[config.mk]
export PLATFORM = sky130hd
export DESIGN_NAME = csv_field_tokenizer
export DESIGN_NICKNAME = d
export VERILOG_FILES = /design/src/hw/rtl/csvft_pkg.sv /design/src/hw/rtl/csvft_ctrl.sv /design/src/hw/rtl/csvft_dp.sv /design/src/hw/rtl/csv_field_tokenizer.sv
export SDC_FILE = /design/constraint.sdc
export NUM_CORES = 1
export LEC_CHECK = 0
export ABC_AREA = 1
export CAP_MARGIN = 20
export CORE_UTILIZATION = 25
export CTS_CLUSTER_SIZE = 16
export DETAILED_ROUTE_END_ITERATION = 10
export DONT_BUFFER_PORTS = 1
export GPL_ROUTABILITY_DRIVEN = 0
export PLACE_DENSITY_LB_ADDON = 0.1
export SLEW_MARGIN = 10
export SYNTH_ARGS = -nofsm -noshare
export SYNTH_HDL_FRONTEND = slang
export SYNTH_SLANG_ARGS = --single-unit
[constraint.sdc]
create_clock -name clk -period 2.9 [get_ports clk]
set_clock_uncertainty 0.2 [all_clocks]
set_input_delay 0.58 -clock clk [delete_from_list [all_inputs] [get_ports clk]]
set_output_delay 0.58 -clock clk [all_outputs]
set_load 0.005 [all_outputs]
[src/hw/rtl/csvft_pkg.sv]
`timescale 1ns / 1ps
`default_nettype none

package csvft_pkg;

  localparam int unsigned MAX_PENDING_DEF = 32;

  localparam logic [7:0] CHAR_NL    = 8'h0A;
  localparam logic [7:0] CHAR_CR    = 8'h0D;
  localparam logic [7:0] CHAR_TAB   = 8'h09;
  localparam logic [7:0] CHAR_SPACE = 8'h20;
  localparam logic [7:0] CHAR_QUOTE = 8'h22;
  localparam logic [7:0] CHAR_COMMA = 8'h2C;

  typedef enum logic [3:0] {
    ST_IDLE   = 4'b0001,
    ST_DECIDE = 4'b0010,
    ST_FLUSH  = 4'b0100,
    ST_BYTE   = 4'b1000
  } state_t;

  // one result, flags packed lowest first after the byte
  typedef struct packed {
    logic       dropped;
    logic       row_end;
    logic       field_end;
    logic       is_content;
    logic [7:0] data;
  } res_t;

  typedef struct packed {
    logic load;         // latch the accepted item
    logic commit;       // apply the decided state update
    logic start_flush;  // rewind the held-blank read pointer
    logic emit_blank;   // send the held blank at the read pointer
    logic emit_byte;    // send the item byte after the held blanks
  } ctrl_cmd_t;

  typedef struct packed {
    logic need_flush;   // content byte with blanks still held
    logic need_out;     // decided update sends one result
    logic out_free;     // output register can take a result
    logic flush_last;   // read pointer is on the last held blank
  } dp_status_t;

endpackage

`default_nettype wire

[src/hw/rtl/csvft_ctrl.sv]
`timescale 1ns / 1ps
`default_nettype none

module csvft_ctrl (
  input  wire                     clk,
  input  wire                     rst_n,
  input  wire                     in_tvalid,
  output logic                    in_tready,
  input  csvft_pkg::dp_status_t   sts,
  output csvft_pkg::ctrl_cmd_t    cmd
);

  csvft_pkg::state_t state_r;
  csvft_pkg::state_t state_nxt;

  assign in_tready = (state_r == csvft_pkg::ST_IDLE);

  always_comb begin
    state_nxt = state_r;
    cmd       = '0;
    case (state_r)
      csvft_pkg::ST_IDLE: begin
        if (in_tvalid) begin
          cmd.load  = 1'b1;
          state_nxt = csvft_pkg::ST_DECIDE;
        end
      end
      csvft_pkg::ST_DECIDE: begin
        if (sts.need_flush) begin
          cmd.commit      = 1'b1;
          cmd.start_flush = 1'b1;
          state_nxt       = csvft_pkg::ST_FLUSH;
        end else if (!sts.need_out || sts.out_free) begin
          cmd.commit = 1'b1;
          state_nxt  = csvft_pkg::ST_IDLE;
        end
      end
      csvft_pkg::ST_FLUSH: begin
        if (sts.out_free) begin
          cmd.emit_blank = 1'b1;
          if (sts.flush_last) begin
            state_nxt = csvft_pkg::ST_BYTE;
          end
        end
      end
      csvft_pkg::ST_BYTE: begin
        if (sts.out_free) begin
          cmd.emit_byte = 1'b1;
          state_nxt     = csvft_pkg::ST_IDLE;
        end
      end
      default: begin
        state_nxt = csvft_pkg::ST_IDLE;
      end
    endcase
  end

  always_ff @(posedge clk) begin
    if (!rst_n) begin
      state_r <= csvft_pkg::ST_IDLE;
    end else begin
      state_r <= state_nxt;
    end
  end

endmodule

`default_nettype wire

[src/hw/rtl/csvft_dp.sv]
`timescale 1ns / 1ps
`default_nettype none

module csvft_dp #(
  parameter int unsigned MAX_PENDING = csvft_pkg::MAX_PENDING_DEF
) (
  input  wire                     clk,
  input  wire                     rst_n,
  input  wire  [7:0]              in_tdata,
  input  wire                     in_tuser,
  input  csvft_pkg::ctrl_cmd_t    cmd,
  output csvft_pkg::dp_status_t   sts,
  output logic                    out_tvalid,
  input  wire                     out_tready,
  output logic [7:0]              out_tdata,
  output logic [3:0]              out_tuser,
  output logic                    out_tlast
);

  localparam int CW = $clog2(MAX_PENDING + 1);
  localparam int AW = (MAX_PENDING > 1) ? $clog2(MAX_PENDING) : 1;

  // latched item
  logic [7:0]    byte_r;
  logic          eoi_r;

  // tokenizer state
  logic          iq_r, iq_nxt;
  logic          qs_r, qs_nxt;
  logic          fhc_r, fhc_nxt;
  logic          rnb_r, rnb_nxt;
  logic [CW-1:0] cnt_r, cnt_nxt;

  // held blanks: 1 = tab, 0 = space
  logic          held_mem [MAX_PENDING];
  logic          rd_bit_r;
  logic [AW-1:0] idx_r;
  logic [AW-1:0] rd_addr;

  logic                 out_valid_r;
  csvft_pkg::res_t      out_res_r;
  logic                 out_last_r;

  logic                 is_blank;
  logic                 to_field;
  logic                 wr_en;
  logic                 emit_one;
  logic                 flush;
  csvft_pkg::res_t      dec_res;
  logic                 out_free;
  logic                 out_load;
  csvft_pkg::res_t      load_res;
  logic                 load_last;

  always_comb begin
    is_blank = (byte_r == csvft_pkg::CHAR_SPACE) || (byte_r == csvft_pkg::CHAR_TAB);
    iq_nxt   = iq_r;
    qs_nxt   = qs_r;
    fhc_nxt  = fhc_r;
    rnb_nxt  = rnb_r;
    cnt_nxt  = cnt_r;
    wr_en    = 1'b0;
    emit_one = 1'b0;
    flush    = 1'b0;
    to_field = 1'b0;
    dec_res  = '0;
    if (eoi_r || byte_r == csvft_pkg::CHAR_NL) begin
      // row end; a blank row sends nothing
      emit_one          = rnb_r;
      dec_res.field_end = 1'b1;
      dec_res.row_end   = 1'b1;
      iq_nxt  = 1'b0;
      qs_nxt  = 1'b0;
      fhc_nxt = 1'b0;
      rnb_nxt = 1'b0;
      cnt_nxt = '0;
    end else begin
      if (!(is_blank || byte_r == csvft_pkg::CHAR_CR)) begin
        rnb_nxt = 1'b1;
      end
      if (iq_r && qs_r && byte_r == csvft_pkg::CHAR_QUOTE) begin
        // doubled quote gives one literal quote
        qs_nxt   = 1'b0;
        to_field = 1'b1;
      end else if (iq_r && !qs_r) begin
        if (byte_r == csvft_pkg::CHAR_QUOTE) begin
          qs_nxt = 1'b1;
        end else begin
          to_field = 1'b1;
        end
      end else begin
        // unquoted, also the byte after a closing quote
        iq_nxt = 1'b0;
        qs_nxt = 1'b0;
        if (byte_r == csvft_pkg::CHAR_QUOTE) begin
          iq_nxt = 1'b1;
        end else if (byte_r == csvft_pkg::CHAR_COMMA) begin
          emit_one          = 1'b1;
          dec_res.field_end = 1'b1;
          fhc_nxt           = 1'b0;
          cnt_nxt           = '0;
        end else if (byte_r != csvft_pkg::CHAR_CR) begin
          to_field = 1'b1;
        end
      end
      if (to_field) begin
        if (is_blank) begin
          if (fhc_r) begin
            if (cnt_r < CW'(MAX_PENDING)) begin
              wr_en   = 1'b1;
              cnt_nxt = cnt_r + CW'(1);
            end else begin
              emit_one        = 1'b1;
              dec_res.dropped = 1'b1;
            end
          end
        end else if (cnt_r != '0) begin
          flush = 1'b1;
        end else begin
          emit_one           = 1'b1;
          dec_res.is_content = 1'b1;
          dec_res.data       = byte_r;
          fhc_nxt            = 1'b1;
        end
      end
    end
  end

  assign out_free = !out_valid_r || out_tready;

  always_comb begin
    sts.need_flush = flush;
    sts.need_out   = emit_one;
    sts.out_free   = out_free;
    sts.flush_last = (cnt_r == (CW'(idx_r) + CW'(1)));
  end

  always_comb begin
    if (cmd.start_flush) begin
      rd_addr = '0;
    end else if (cmd.emit_blank) begin
      rd_addr = idx_r + AW'(1);
    end else begin
      rd_addr = idx_r;
    end
  end

  always_ff @(posedge clk) begin
    if (cmd.commit && wr_en) begin
      held_mem[cnt_r[AW-1:0]] <= (byte_r == csvft_pkg::CHAR_TAB);
    end
    rd_bit_r <= held_mem[rd_addr];
  end

  always_comb begin
    out_load  = (cmd.commit && emit_one) || cmd.emit_blank || cmd.emit_byte;
    load_res  = '0;
    load_last = 1'b1;
    if (cmd.emit_blank) begin
      load_res.is_content = 1'b1;
      load_res.data       = rd_bit_r ? csvft_pkg::CHAR_TAB : csvft_pkg::CHAR_SPACE;
      load_last           = 1'b0;
    end else if (cmd.emit_byte) begin
      load_res.is_content = 1'b1;
      load_res.data       = byte_r;
    end else begin
      load_res = dec_res;
    end
  end

  always_ff @(posedge clk) begin
    if (cmd.load) begin
      byte_r <= in_tdata;
      eoi_r  <= in_tuser;
    end
    if (out_load) begin
      out_res_r  <= load_res;
      out_last_r <= load_last;
    end
    if (cmd.start_flush) begin
      idx_r <= '0;
    end else if (cmd.emit_blank) begin
      idx_r <= idx_r + AW'(1);
    end
  end

  always_ff @(posedge clk) begin
    if (!rst_n) begin
      iq_r        <= 1'b0;
      qs_r        <= 1'b0;
      fhc_r       <= 1'b0;
      rnb_r       <= 1'b0;
      cnt_r       <= '0;
      out_valid_r <= 1'b0;
    end else begin
      if (cmd.commit) begin
        iq_r  <= iq_nxt;
        qs_r  <= qs_nxt;
        rnb_r <= rnb_nxt;
        if (!flush) begin
          fhc_r <= fhc_nxt;
          cnt_r <= cnt_nxt;
        end
      end else if (cmd.emit_byte) begin
        cnt_r <= '0;
        fhc_r <= 1'b1;
      end
      if (out_load) begin
        out_valid_r <= 1'b1;
      end else if (out_tready) begin
        out_valid_r <= 1'b0;
      end
    end
  end

  assign out_tvalid = out_valid_r;
  assign out_tdata  = out_res_r.data;
  assign out_tuser  = {out_res_r.dropped, out_res_r.row_end,
                       out_res_r.field_end, out_res_r.is_content};
  assign out_tlast  = out_last_r;

`ifndef SYNTHESIS
  a_cnt_range: assert property (@(posedge clk) disable iff (!rst_n)
    cnt_r <= CW'(MAX_PENDING))
    else $error("held blank count beyond limit");

  a_blank_needs_content: assert property (@(posedge clk) disable iff (!rst_n)
    !fhc_r |-> cnt_r == '0)
    else $error("blanks held in a field without content");

  a_quote_seen_quoted: assert property (@(posedge clk) disable iff (!rst_n)
    qs_r |-> iq_r)
    else $error("pending quote outside quoted mode");

  a_one_kind: assert property (@(posedge clk) disable iff (!rst_n)
    out_valid_r |-> $onehot({out_res_r.is_content, out_res_r.field_end, out_res_r.dropped}))
    else $error("result carries no single kind");

  a_row_end_field_end: assert property (@(posedge clk) disable iff (!rst_n)
    out_valid_r && out_res_r.row_end |-> out_res_r.field_end)
    else $error("row end without field end");
`endif

endmodule

`default_nettype wire

[src/hw/rtl/csv_field_tokenizer.sv]
// CSV field tokenizer.
// in_*: one transfer per raw text byte; in_tuser set means end of input (flush the
//   final row, in_tdata ignored).
// out_*: one transfer per result: a content byte, a field end (with row end for the
//   last field of a row), or a note that an overflowing held blank was discarded.
//   out_tlast marks the final result caused by an input transfer; an input that
//   causes no result gives no output transfer.
// Fields are trimmed of leading and trailing spaces and tabs; inner blanks are held
//   in a small memory and replayed before the next content byte.
// Flow: an item is taken in the idle state and decided in the next cycle, waiting
//   there while a result is due and the output is not free. A content byte after
//   held blanks first replays them, one per cycle from the held-blank memory while
//   the output is free, then sends the byte. Only one item is in work at a time.
// The output register decouples the sides: a new item is accepted while the last
//   result still waits; a stalled receiver holds the block in its decide or replay
//   step until the register frees.
// Reset (rst_n low, synchronous) clears quote state, row state and the held count;
//   the held-blank memory is not cleared since entries are read only after writing.
`timescale 1ns / 1ps
`default_nettype none

module csv_field_tokenizer #(
  parameter int unsigned MAX_PENDING = csvft_pkg::MAX_PENDING_DEF
) (
  input  wire        clk,
  input  wire        rst_n,
  input  wire        in_tvalid,
  output logic       in_tready,
  input  wire  [7:0] in_tdata,   // [7:0] in_byte
  input  wire        in_tuser,   // [0] end_of_input
  output logic       out_tvalid,
  input  wire        out_tready,
  output logic [7:0] out_tdata,  // [7:0] out_byte
  output logic [3:0] out_tuser,  // [0] is_content [1] field_end [2] row_end
                                 // [3] whitespace_dropped
  output logic       out_tlast   // last_of_run
);

  csvft_pkg::ctrl_cmd_t  cmd;
  csvft_pkg::dp_status_t sts;

  csvft_ctrl u_ctrl (
    .clk       (clk),
    .rst_n     (rst_n),
    .in_tvalid (in_tvalid),
    .in_tready (in_tready),
    .sts       (sts),
    .cmd       (cmd)
  );

  csvft_dp #(
    .MAX_PENDING (MAX_PENDING)
  ) u_dp (
    .clk        (clk),
    .rst_n      (rst_n),
    .in_tdata   (in_tdata),
    .in_tuser   (in_tuser),
    .cmd        (cmd),
    .sts        (sts),
    .out_tvalid (out_tvalid),
    .out_tready (out_tready),
    .out_tdata  (out_tdata),
    .out_tuser  (out_tuser),
    .out_tlast  (out_tlast)
  );

endmodule

`default_nettype wire
# Yosys cells after proc, flatten, opt, wreduce, memory -nomap -nowiden
# Memories as Yosys holds them, arrays and structs flattened. A register that Yosys moved wholly into a read port is not among the register bits.
# Index checks and enable logic that the tools add are counted.
[classes]
add_sub_neg = 3
order_cmp = 1
n_eq_ne = 22
mux = 92
bitwise = 3
n_reduce_logical = 25
[op_table]
columns = ["operator", "n"]
rows = [
  ["6-bit 2-to-1 mux", 13],
  ["1-bit 2-to-1 mux", 63],
  ["9-bit 2-to-1 mux", 4],
  ["8-bit by 4-bit equality test with 1-bit output (second input constant)", 3],
  ["8-bit by 6-bit equality test with 1-bit output (second input constant)", 3],
  ["4-bit 2-to-1 mux", 6],
  ["8-bit 2-to-1 mux", 2],
  ["4-bit one-hot mux with 4 select lines", 1],
  ["5-bit 2-to-1 mux", 2],
  ["2-bit by 1-bit != test with 1-bit output (second input constant)", 5],
  ["8-bit by 4-bit != test with 1-bit output (second input constant)", 1],
  ["1-bit logical OR", 7],
  ["5-bit by 1-bit adder with 6-bit output (second input constant)", 1],
  ["6-bit by 1-bit adder with 6-bit output (second input constant)", 1],
  ["6-bit equality test", 1],
  ["6-bit < comparator (second input constant)", 1],
  ["2-bit != test (second input constant)", 3],
  ["2-bit AND reduction", 3],
  ["6-bit nonzero test", 1],
  ["6-bit OR reduction", 1],
  ["5-bit by 1-bit adder with 5-bit output (second input constant)", 1],
  ["1-bit logical AND", 5],
  ["5-bit AND reduction", 1],
  ["4-bit by 1-bit equality test with 1-bit output (second input constant)", 1],
  ["other kinds (11)", 16],
]
[word_totals]
reg_bits = 42
mem_bits_rw = 32
in_bits = 13
output_inout_bits = 15
elab_cells = 163
memories = 1
[mem_list]
columns = ["memory", "depth", "width", "read_ports", "rd_ports_with_merged_regs", "wr", "line", "text"]
rows = [
  ["u_dp.held_mem", 32, 1, 1, 1, 1, "csvft_dp.sv:35", "logic held_mem [MAX_PENDING];"],
]

# Logic depth before layout (Yosys ltp)
# Gate-level depths: netlist of the first run.
[logic_depth]
ltp_word = 19
depth_mapped = 16
mapped_depth_nobuf = 15

# Modules after synthesis
# Synthesis of the first run repeated with hierarchy kept, for this count alone.
[unflattened]
hier_cells = 455
area_unflattened_um2 = 3891.2
[by_module_without_submodules]
columns = ["module", "n_inst", "cells_per_inst", "area_per_inst_um2", "seq_area_each_um2"]
rows = [
  ["csvft_dp", 1, 403, 3552.2, 1961.9],
  ["csvft_ctrl", 1, 52, 339.1, 80.1],
]

# Worst setup path after synthesis of the first run
# OpenSTA, ideal clock, no wires.
[synth_timing]
path_kind = "flip-flop to flip-flop"
from = "register u_dp.byte_r[2]"
to = "memory u_dp.held_mem[0] (data pin)"
setup_ns = 0.540
arrival_ns = 2.387
required_ns = 2.160
slack_ns = -0.227
stages_incl_launch_ff = 4
n_path_buf = 0
synth_period_minus_slack_ns = 3.127
path_cell_list = "edfxtp_1 > inv_1 > nand2_1 > nor4_1"
[synth_between]
elab_chain_cells = 1
[synth_lines]
columns = ["item", "line", "text"]
rows = [
  ["start: declaration", "csvft_dp.sv:24", "logic [7:0] byte_r;"],
  ["start signal: assignment", "csvft_dp.sv:173", "byte_r <= in_tdata;"],
  ["8-bit by 4-bit equality test with 1-bit output", "csvft_dp.sv:150", "held_mem[cnt_r[AW-1:0]] <= (byte_r == csvft_pkg::CHAR_TAB);"],
  ["end: declaration", "csvft_dp.sv:35", ""],
]
# No other way between the ends.

# Final worst setup path of the first run
[layout_timing]
from = "register u_dp.cnt_r[0]"
to = "register u_dp.rd_bit_r, read port of u_dp.held_mem"
[layout_between]
elab_chain_cells = 8
[layout_lines]
columns = ["item", "line", "text"]
rows = [
  ["start: declaration", "csvft_dp.sv:32", "logic [CW-1:0] cnt_r, cnt_nxt;"],
  ["start signal: assignment", "csvft_dp.sv:202", "cnt_r <= cnt_nxt;"],
  ["6-bit nonzero test", "csvft_dp.sv:117", "end else if (cnt_r != '0) begin"],
  ["1-bit 2-to-1 mux", "csvft_dp.sv:117", ""],
  ["1-bit 2-to-1 mux", "csvft_dp.sv:107", "if (is_blank) begin"],
  ["1-bit 2-to-1 mux", "csvft_dp.sv:106", "if (to_field) begin"],
  ["1-bit 2-to-1 mux", "csvft_dp.sv:67", "if (eoi_r || byte_r == csvft_pkg::CHAR_NL) begin"],
  ["1-bit 2-to-1 mux", "csvft_ctrl.sv:29", "if (sts.need_flush) begin"],
  ["2-bit 2-to-1 mux", "csvft_ctrl.sv:21", "case (state_r)"],
  ["5-bit 2-to-1 mux", "-", ""],
  ["end: declaration", "csvft_dp.sv:36", "logic rd_bit_r;"],
]
# No other way between the ends.
# A chain may end at the register's enable or synchronous reset.

==> results of run 1 <==
## where the power goes
group          internal [mW]  switching [mW]  total [mW]  leakage, nW
logic                 0.0442           0.101       0.145         1.05
clock network          0.686           0.422        1.11        0.141
registers               1.17          0.0163        1.18        0.707
total                   1.90           0.540        2.44         1.90
## cell usage after synthesis (all sizes together)
cell     count  area (um2)
nor4         3       18.77
a211oi       1       7.510
o2111ai      3       26.28
a32o         1       10.01
nand3       56       305.3
inv         73       274.0
o31ai        1       7.510
nor2        71       322.8
and3         1       6.260
o21ai       11       55.05
xor2         6       52.55
or2          2       12.52
nor3b        1       7.510
nor3        13       76.33
o32ai        1       8.760
edfxtp      54        1622
nand4        5       31.28
o211ai       2       15.01
buf          9       62.55
nand2       90       415.4
o211a        1       10.01
ha           5       62.56
a21oi       14       70.07
xnor2        2       17.52
clkinv       1       5.000
nand3b       8       60.06
dfxtp       21       420.4
## cells by family (layout without fill, tap and decap cells)
| kind of cell | count (synthesis) | count (layout) |
|---|---|---|
| AND/OR/NAND/NOR | 250 | 250 |
| buffers and inverters | 83 | 103 |
| flip-flops | 75 | 75 |
| AO/OA/AOI/OAI | 35 | 35 |
| XOR/XNOR | 8 | 8 |
| adder cells (fa/ha/maj) | 5 | 5 |
## placed cells by master (no fill, tap or decap), types with 9 or more instances in the layout
master                       n
sky130_fd_sc_hd__nand2_1    74
sky130_fd_sc_hd__inv_1      64
sky130_fd_sc_hd__nor2_1     62
sky130_fd_sc_hd__edfxtp_1   54
sky130_fd_sc_hd__nand3_1    51
sky130_fd_sc_hd__dfxtp_1    21
sky130_fd_sc_hd__a21oi_1    14
sky130_fd_sc_hd__nor3_1     12
sky130_fd_sc_hd__buf_4      12
sky130_fd_sc_hd__o21ai_0    10
sky130_fd_sc_hd__inv_2       9
sky130_fd_sc_hd__clkbuf_16   9
## path summary, 6_finish.rpt
check | from | endpoint | slack, ps | cells after the start
max reg2reg | u_dp.cnt_r[0] | u_dp.rd_bit_r | 240 | 14
min | in_tdata[5] | u_dp.byte_r[5] | 130 | 0
max | u_dp.cnt_r[0] | u_dp.rd_bit_r | 240 | 14
min reg2reg | u_dp.rnb_r | u_dp.rnb_r | 270 | 2
## worst max-delay path: cells and delay by family, from the launching register on
| kind | cells | cell delay (ps) |
|---|---|---|
| adder cells (fa/ha/maj) | 1 | 270 |
| AND/OR/NAND/NOR | 11 | 1260 |
| flip-flops | 1 | 440 |
| buffers and inverters | 2 | 420 |
## final cells by class
cell class	instances	share of cell area
Sequential cell	75	0.4405
Tap cell	211	0.05695
Clock inverter	3	0.008367
Timing Repair Buffer	13	0.02375
Clock buffer	13	0.05398
Multi-Input combinational cell	298	0.3563
Inverter	74	0.06019
## repair_timing
item / 4_1_cts / 5_1_grt
endpoints found under the setup margin: 1 / 1
resized for setup: 3 / 3
pin swaps: 0 / 1
setup buffers: 0 / 3
## state kept, by name (all words and copies together), names as in the netlist, 4 cells and up
register and flops:
u_dp.idx_r 5, u_dp.out_tdata 8, u_dp.out_tuser 4, u_dp.byte_r 8, u_dp.held_mem 32, u_ctrl.state_r 4, u_dp.cnt_r 6
## layer usage
layer	global-route usage	vias up	routed length (um)	part of all wire
met5	0	-	0	0
met4	0.06298	0	193	0.020
met3	0.02629	12	348	0.036
met2	0.2019	46	4304	0.44
met1	0.1832	1427	4947	0.51
li1	-	1541	-	-
==> impl_metrics.yaml, run 1 <==
outcome:
  status: "complete, no violations"
floorplanning:
  core_um2: 15370
  vertical_die_dimension_um: 128.2
  dieArea_um2: 16440
  io_pins: 28
  floorplan.initialDensity: 0.2591
  core_rows: 45
  die-width_um: 128.2
detailed_routing:
  drtAntennaViolNets: 0
  routed_wire_length_um: 9793
  via_count: 3026
  mean_number_of_vias_per_cell: 4.405
  drcViolationCount: 0
  drt_pre_antenna_iters: 4
  drt_first_iter_violations: 187
  avgRoutedWirePerCell_um: 14.25
global_route:
  grt_max_degree: 33
  number_of_global_route_vias_before_repair: 2998
  antenna_violations_before_repair: 0
  grt_usage: 0.1339
  global_route_congestion_overflow_total: 0
  grt_first_pass_wirelength_um: 16440
sta:
  rsz0062_at_grt: "no"
  total_negative_slack_for_setup_checks_ps: 0
  report.final.slew_viol_count: 0
  finalCriticalPeriod_ps: 2658
  finalCritPeriodShare: 0.9165
  max_slew.worst_pin.slew_ps: 464.2
  max_slew_headroom: 0.6882
  max_freq_ghz: 0.3763
  timing_hold_violations_final: 0
  hold_slack_ps: 130.8
  setup_ws_ps: 242.3
  final-setup-viol-count: 0
clock_network:
  cts.clk_slew.worst_paths_ps: 60
  cts-htree-levels: 3
  cts.root.buffer_cell: "sky130_fd_sc_hd__clkbuf_16"
  clock_path_buffers: 2
  clkLatencyLatePin_ps: 340
  cts_buffers: 9
  cts_hold_buf: 0
  cts_tree: "yes"
  total_clock_sinks: 75
yosys:
  synthMuxAreaShare: 0
  yosysUniqueCellTypes: 39
  avgSynthCellArea_um2: 8.734
  synthesis.area_um2: 3983
  post_synth_xor_area_fraction: 0.01759
  ys_ff_latch: 75
  post_synth_inst_count: 456
  synth_fa_ha_area_frac: 0.01571
  synth.yosys.seq_area_share: 0.5127
  synth_simple_gate_area_frac: 0.3154
  synth_nets: 474
  ys.warnings.count: 0
  largest_family_of_logic_cells_by_synthesized_area: "simple AND/OR/NAND/NOR gates"
  synth_compound_area_frac: 0.05278
placed_design:
  io_buffer_count: 0
  dp_cells: 668
  place_worst_setup_slack_ps: -53.95
  place_hpwl_um: 7280
  placement.cell_area_um2: 4287
pwr:
  p_leak_nw: 1.896
  worst_ir_drop_vdd_mv: 0.2691
  powerDensity_nw_per_um2: 525.8
  power.total_mw: 2.437
cells_and_area:
  area_of_combinational_cells_with_multiple_inputs_um2: 1652
  layout-area-overhead-vs-synth_pct: 16.40
  layout.area.seq_um2: 2042
  filler_cell_count: 1625
  utilization: 0.3016
  finalInstanceArea_um2: 4636
  post_layout_nonfiller_instances: 687
  antenna-diode-count: 0
  drive_gt1_frac: 0.1429
  nNetsFinal: 489
min_path:
  hold_class: "primary input to flip-flop"
critical_path:
  worst-path-max-fanout: 11
  critical_path.slowest_cell: "sky130_fd_sc_hd__dfxtp_1"
  crit_top_cell: "sky130_fd_sc_hd__nand3_1"
  criticalPathCategory: "flip-flop to flip-flop"
  critical_path.cell_chain: "inv_1, ha_1, nand4_1, nand3_1, nor2_2, nand3_4, buf_4, nand3b_1, nand3_1, nand3_1, nand3_1, nand2_1, nand2_1, nand2_1"
  crit_arrival_ps: 2740
  critPathMaxStageDelay_ps: 440
  crit_path_capture_type: "flip-flop"
  timing.critical_path.from_type: "flip-flop"
  critical_path_required_ps: 2980
job:
  drv_cap: 0
No activity file was read; power rests on OpenSTA's default activity.
==> run 2: changes to the inputs <==
--- a/config.mk
+++ b/config.mk
@@ -16,4 +16,5 @@
 export SLEW_MARGIN = 10
 export SYNTH_ARGS = -nofsm -noshare
 export SYNTH_HDL_FRONTEND = slang
+export SYNTH_HIERARCHICAL = 1
 export SYNTH_SLANG_ARGS = --single-unit
==> constraint.sdc (replaced) <==
create_clock -name clk -period 2.35 [get_ports clk]
set_clock_uncertainty 0.2 [all_clocks]
set_input_delay 0.47 -clock clk [delete_from_list [all_inputs] [get_ports clk]]
set_output_delay 0.47 -clock clk [all_outputs]
set_load 0.005 [all_outputs]
==> run 2 against run 1 <==
  * The run now ends with setup timing left
  * Via count grew 12%
  * Die area down 2.3%
  * Sequential power increased by 37%
  * Maximum frequency decreased by 4.1%
  * Sequential cell count unchanged
  * Clock power is 22% higher
  * Global-route usage grew 1.4 points
  * Sequential share of layout area fell by 8.9 points
  * Cell count rose by 12%
  * Highest routed layer unchanged
==> impl_metrics.yaml, run 2 <==
placed_design:
  io_buffer_count: 0
  place_hpwl_um: 8192
sta:
  setup_ws_ps: -421.5
  hold_slack_ps: 26.55
  finalCriticalPeriod_ps: 2772
  report.final.slew_viol_count: 0
  finalCritPeriodShare: 1.179
  timing_hold_violations_final: 0
  final-setup-viol-count: 65
  max_freq_ghz: 0.3608
  max_slew_headroom: 0.7217
  rsz0062_at_grt: "yes"
  max_slew.worst_pin.slew_ps: 416.9
floorplanning:
  core_um2: 15200
  dieArea_um2: 16070
  io_pins: 28
  floorplan.initialDensity: 0.2560
  core_rows: 45
  vertical_die_dimension_um: 126.8
  die-width_um: 126.8
detailed_routing:
  avgRoutedWirePerCell_um: 14.90
  mean_number_of_vias_per_cell: 4.404
  drcViolationCount: 0
  drtAntennaViolNets: 0
  via_count: 3391
  routed_wire_length_um: 11470
  drt_pre_antenna_iters: 4
  drt_first_iter_violations: 235
global_route:
  number_of_global_route_vias_before_repair: 3445
  global_route_congestion_overflow_total: 0
  grt_max_degree: 33
  grt_usage: 0.1481
  antenna_violations_before_repair: 0
  grt_first_pass_wirelength_um: 18010
clock_network:
  cts_buffers: 9
  cts-htree-levels: 3
  clkLatencyLatePin_ps: 340
  total_clock_sinks: 75
  cts.root.buffer_cell: "sky130_fd_sc_hd__clkbuf_16"
  cts.clk_slew.worst_paths_ps: 60
  cts_tree: "yes"
  clock_path_buffers: 2
critical_path:
  worst-path-max-fanout: 8
  criticalPathCategory: "flip-flop to flip-flop"
  cp.buffers_inverters: 2
  crit_arrival_ps: 2620
  crit_top_cell: "sky130_fd_sc_hd__nand2_2"
  critical_path.slowest_cell: "sky130_fd_sc_hd__edfxtp_1"
  crit_path_capture_type: "flip-flop"
  timing.critical_path.from_type: "flip-flop"
  critPathTopFamily: "simple AND/OR/NAND/NOR gates"
  critical_path_required_ps: 2190
  critical_path.cell_chain: "nor2_1, nand2_2, nor2_1, nand2_1, nand3_1, nand2_2, buf_6, nand2_4, a21boi_4, nand2_4, nor2_4, nor3_4, nand2_2, nor2_4, buf_12, nand2_8, nor2_2"
  critPathMaxStageDelay_ps: 420
  ff2ff_setup_slack_ps: -420
yosys:
  avgSynthCellArea_um2: 8.552
  synth_async_sr_flop_share: 0
  share_of_yosys_cell_area_claimed_by_the_top_area_cell_type: 0.4167
  synth.yosys.seq_area_share: 0.5248
  synth_simple_gate_area_frac: 0.2875
  synth_edf_count: 54
  post_synth_inst_count: 455
  synth_compound_area_frac: 0.07717
  ys.warnings.count: 6
  post_synth_xor_area_fraction: 0.01350
  synth.top_cells.by_count: "77 x sky130_fd_sc_hd__nand2_1, 77 x sky130_fd_sc_hd__nor2_1, 60 x sky130_fd_sc_hd__inv_1"
  synth_nets: 473
  ys_ff_latch: 75
  synthDominantAreaCellType: "sky130_fd_sc_hd__edfxtp_1"
  yosysUniqueCellTypes: 39
  synth_fa_ha_area_frac: 0.01608
  largest_family_of_logic_cells_by_synthesized_area: "simple AND/OR/NAND/NOR gates"
  synth_area_leaders: "sky130_fd_sc_hd__edfxtp_1 42%, sky130_fd_sc_hd__dfxtp_1 11%, sky130_fd_sc_hd__nand2_1 7.4%"
  synthesis.area_um2: 3891
  synthMuxAreaShare: 0
  dominantRegCellSynth: "sky130_fd_sc_hd__edfxtp_1"
cells_and_area:
  filler_cell_count: 1560
  most_frequent_cells_in_the_layout: "101 x sky130_fd_sc_hd__buf_4, 54 x sky130_fd_sc_hd__edfxtp_1, 52 x sky130_fd_sc_hd__nand2_1"
  nNetsFinal: 595
  drive_gt1_frac: 0.4725
  utilization: 0.3819
  largest_register_ff_count: 32
  layout-area-overhead-vs-synth_pct: 49.20
  antenna-diode-count: 0
  final_common_cell: "sky130_fd_sc_hd__buf_4"
job:
  drv_cap: 0
min_path:
  hold_class: "primary input to flip-flop"
pwr:
  worst_ir_drop_vdd_mv: 0.3220
  p_leak_nw: 2.387
  powerDensity_nw_per_um2: 776.8
outcome:
  failed_checks: "setup timing"
  status: "complete, but fails checks"
==> run 2: stage by stage <==
step           area (um2)  std cells  setup slack, ps  total power [mW]  TNS [ps]
3_5_place_dp         4802        723           -589.7             2.868    -27680
6_report             5806        770           -421.5             4.510    -20280
3_3_place_gp         4802        723           -589.1             2.883    -27670
4_1_cts              5489        760           -396.3             4.336    -20550
5_1_grt              5806        770           -587.3             4.800    -31850
2_1_floorplan        3943        455           -406.3             2.360    -14680
==> run 2: power by group <==
part / switching [mW] / internal (mW)
clock network: 0.537 / 0.813
registers: 0.0941 / 1.52
logic: 0.782 / 0.761
==> run 2: cell families (layout without fill, tap and decap cells) <==
group,Yosys count,count (layout)
simple gates,238,239
fa+ha+maj,5,5
flops,75,75
compound gates,54,54
buf+inv,77,203
xor+xnor,6,6
==> run 2: final timing paths <==
check	from	endpoint	depth (start not counted)
setup reg to reg	u_dp/byte_r[5]	u_dp/held_mem[9]	17
setup / recovery	u_dp/byte_r[5]	u_dp/held_mem[9]	17
hold reg to reg	u_dp/rnb_r	u_dp/rnb_r	2
hold / removal	in_tdata[2]	u_dp/byte_r[2]	0
==> run 2: cell type report <==
cell class,instances,area (um2),area share
multi-input cells,304,1973,0.3399
flip-flops and latches,75,2043,0.3519
well taps,188,235.2,0.04052
clock buffers,10,229.0,0.03944
clock inverters,6,56.30,0.009698
inverters,67,256.5,0.04418
repair buffers,120,1012,0.1744
==> run 2: worst register-to-register path, delay by kind of cell (launching register included) <==
family                 cells  cell delay (ps)
AOI/OAI and AO/OA          1               60
buffers and inverters      2              280
DFF                        1              420
and+or+nand+nor           14             1520
==> run 2: repair_timing <==
action                     in CTS  in global routing
hold buffers                    0                  0
gates resized for setup        71                 65
setup buffers                  22                 11
pin swaps                      25                 33
cloned                          0                  2
setup endpoints to repair      69                 71
==> run 2: routing by layer <==
metal / wire length, um / vias up / track usage
met2: 5656 / 34 / 0.2489
met4: 163 / 0 / 0.05392
li1: - / 1747 / -
met3: 333 / 7 / 0.03374
met1: 5317 / 1603 / 0.1859
met5: 0 / - / 0
==> run 3: changes to the inputs <==
--- a/config.mk
+++ b/config.mk
@@ -7,8 +7,10 @@
 export LEC_CHECK = 0
 export ABC_AREA = 1
 export CAP_MARGIN = 20
-export CORE_UTILIZATION = 25
-export CTS_CLUSTER_SIZE = 16
+export CELL_PAD_IN_SITES_DETAIL_PLACEMENT = 1
+export CELL_PAD_IN_SITES_GLOBAL_PLACEMENT = 1
+export CORE_UTILIZATION = 44
+export CTS_CLUSTER_SIZE = 24
 export DETAILED_ROUTE_END_ITERATION = 10
 export DONT_BUFFER_PORTS = 1
 export GPL_ROUTABILITY_DRIVEN = 0
==> run 3 against run 2 <==
  * The flow still finishes with violations (setup timing)
  * Worst setup slack got worse by 770 ps
  * Sequential cell count unchanged
  * Sequential share of layout area decreased by 2.0 points
  * Critical path depth increased by 4
  * Non-clock buffer count increased by 14
  * Register-to-register slack got worse by 770 ps
  * Clock power decreased by 9.6%
  * Critical endpoint is now u_dp/rd_bit_r
==> impl_metrics.yaml, run 3 (same netlist as run 2, synthesis figures left out) <==
outcome:
  status: "complete, but fails checks"
  failed_checks: "setup timing"
detailed_routing:
  via_count: 4665
  drcViolationCount: 0
  avgRoutedWirePerCell_um: 33.65
  drtAntennaViolNets: 0
  routed_wire_length_um: 23720
  drt_first_iter_violations: 553
  mean_number_of_vias_per_cell: 6.617
  drt_pre_antenna_iters: 5
sta:
  max_freq_ghz: 0.2828
  max_slew_headroom: 0.6226
  timing_hold_violations_final: 0
  final-setup-viol-count: 76
  max_slew.worst_pin.slew_ps: 560.1
  rsz0062_at_grt: "yes"
  finalCriticalPeriod_ps: 3537
  finalCritPeriodShare: 1.505
  report.final.slew_viol_count: 0
  setup_ws_ps: -1187
global_route:
  grt_usage: 0.3866
  global_route_congestion_overflow_total: 0
  antenna_violations_before_repair: 5
  number_of_global_route_vias_before_repair: 4288
  grt_max_degree: 33
  grt_first_pass_wirelength_um: 24990
clock_network:
  total_clock_sinks: 75
  cts_buffers: 9
  cts-htree-levels: 3
  cts.root.buffer_cell: "sky130_fd_sc_hd__clkbuf_8"
  clock_path_buffers: 2
  cts.clk_slew.worst_paths_ps: 100
  clkLatencyLatePin_ps: 390
  cts_tree: "yes"
cells_and_area:
  area_of_combinational_cells_with_multiple_inputs_um2: 2379
  layout.area.seq_um2: 2044
  final_common_cell: "sky130_fd_sc_hd__buf_4"
  drive_gt1_frac: 0.5260
  most_frequent_cells_in_the_layout: "111 x sky130_fd_sc_hd__buf_4, 54 x sky130_fd_sc_hd__edfxtp_1, 47 x sky130_fd_sc_hd__nand2_1"
  largest_register_ff_count: 32
  post_layout_nonfiller_instances: 705
  nNetsFinal: 610
  layout-area-overhead-vs-synth_pct: 58.39
  finalInstanceArea_um2: 6163
  filler_cell_count: 872
floorplanning:
  floorplan.initialDensity: 0.4642
  core_rows: 33
  vertical_die_dimension_um: 96.04
  die-width_um: 96.04
  io_pins: 28
  core_um2: 8382
  dieArea_um2: 9224
critical_path:
  crit_arrival_ps: 3600
  timing.critical_path.from_type: "flip-flop"
  critical_path.cell_chain: "nor2_1, nand2_1, inv_2, nand2_4, nand2_4, buf_4, buf_4, nor2_4, nand2_2, inv_4, nand2_4, inv_6, inv_6, nand3_4, buf_4, o21ai_0, nand3_1, nand3_1, nand2_1, nand2_1, nand2_1"
  critical_path_required_ps: 2410
  critPathMaxStageDelay_ps: 490
  crit_top_cell: "sky130_fd_sc_hd__nand2_1"
  ff2ff_setup_slack_ps: -1190
  crit_path_capture_type: "flip-flop"
  worst-path-max-fanout: 8
  criticalPathCategory: "flip-flop to flip-flop"
  critical_path.slowest_cell: "sky130_fd_sc_hd__edfxtp_1"
pwr:
  p_leak_nw: 2.512
  worst_ir_drop_vdd_mv: 0.5922
  powerDensity_nw_per_um2: 817.8
  power.total_mw: 5.040
placed_design:
  place_hpwl_um: 8586
  io_buffer_count: 0
  dp_cells: 625
  place_worst_setup_slack_ps: -549.4
  placement.cell_area_um2: 4586
job:
  drv_cap: 0
min_path:
  hold_class: "primary input to flip-flop"
## run 3: timing repair
item	CTS	global route
endpoints found under the hold margin	10	0
pin swaps	30	42
hold buffers	10	0
setup buffers	26	24
cloned	2	1
setup endpoints to repair	61	74
resized for setup	114	110
## run 3: metal layers
metal,up-vias,GRT usage,share of wire
met5,-,0,0.0020
met4,4,0.1841,0.088
met3,175,0.08768,0.13
met2,445,0.6513,0.45
met1,2264,0.4654,0.33
li1,1777,-,-
## run 3: cell type report
class                      count  share of cell area
sequential                    75              0.3317
clock buffer                  11             0.02132
tap                          105             0.02132
inverter                      67             0.04486
antenna                        3            0.001218
clock inverter                 5             0.01279
timing repair buffer         134              0.1809
multi-input combinational    305              0.3859
## run 3: worst paths after layout
path	from	to	depth (start not counted)
worst min-delay path	rst_n	u_dp/cnt_r[0]	2
worst max-delay path	u_dp/byte_r[5]	u_dp/rd_bit_r	21
worst min register to register	u_dp/fhc_r	u_dp/fhc_r	3
worst max register to register	u_dp/byte_r[5]	u_dp/rd_bit_r	21
## run 3: report_power, final
part | leakage, nW | switching (mW) | total [mW] | internal, mW
combinational | 1.79 | 1.36 | 2.18 | 0.820
clock | 0.107 | 0.623 | 1.22 | 0.600
sequential | 0.612 | 0.119 | 1.64 | 1.52
## run 3: per-stage QoR
stage,hold WS [ps],utilization,TNS [ps]
after CTS,1.142,0.6580,-17050
after detailed placement,319.5,0.5471,-26270
after floorplan,238.1,-,-14680
after global placement,302.6,0.5471,-20600
final,2.886,0.7353,-45110
after global routing,4.664,0.7350,-48650
## run 3: worst max-delay path: cells and delay by family, from the launching register on
family | cells | cell delay [ps]
flip-flops | 1 | 490
AO/OA/AOI/OAI | 1 | 450
buffers and inverters | 7 | 740
AND/OR/NAND/NOR | 13 | 1530
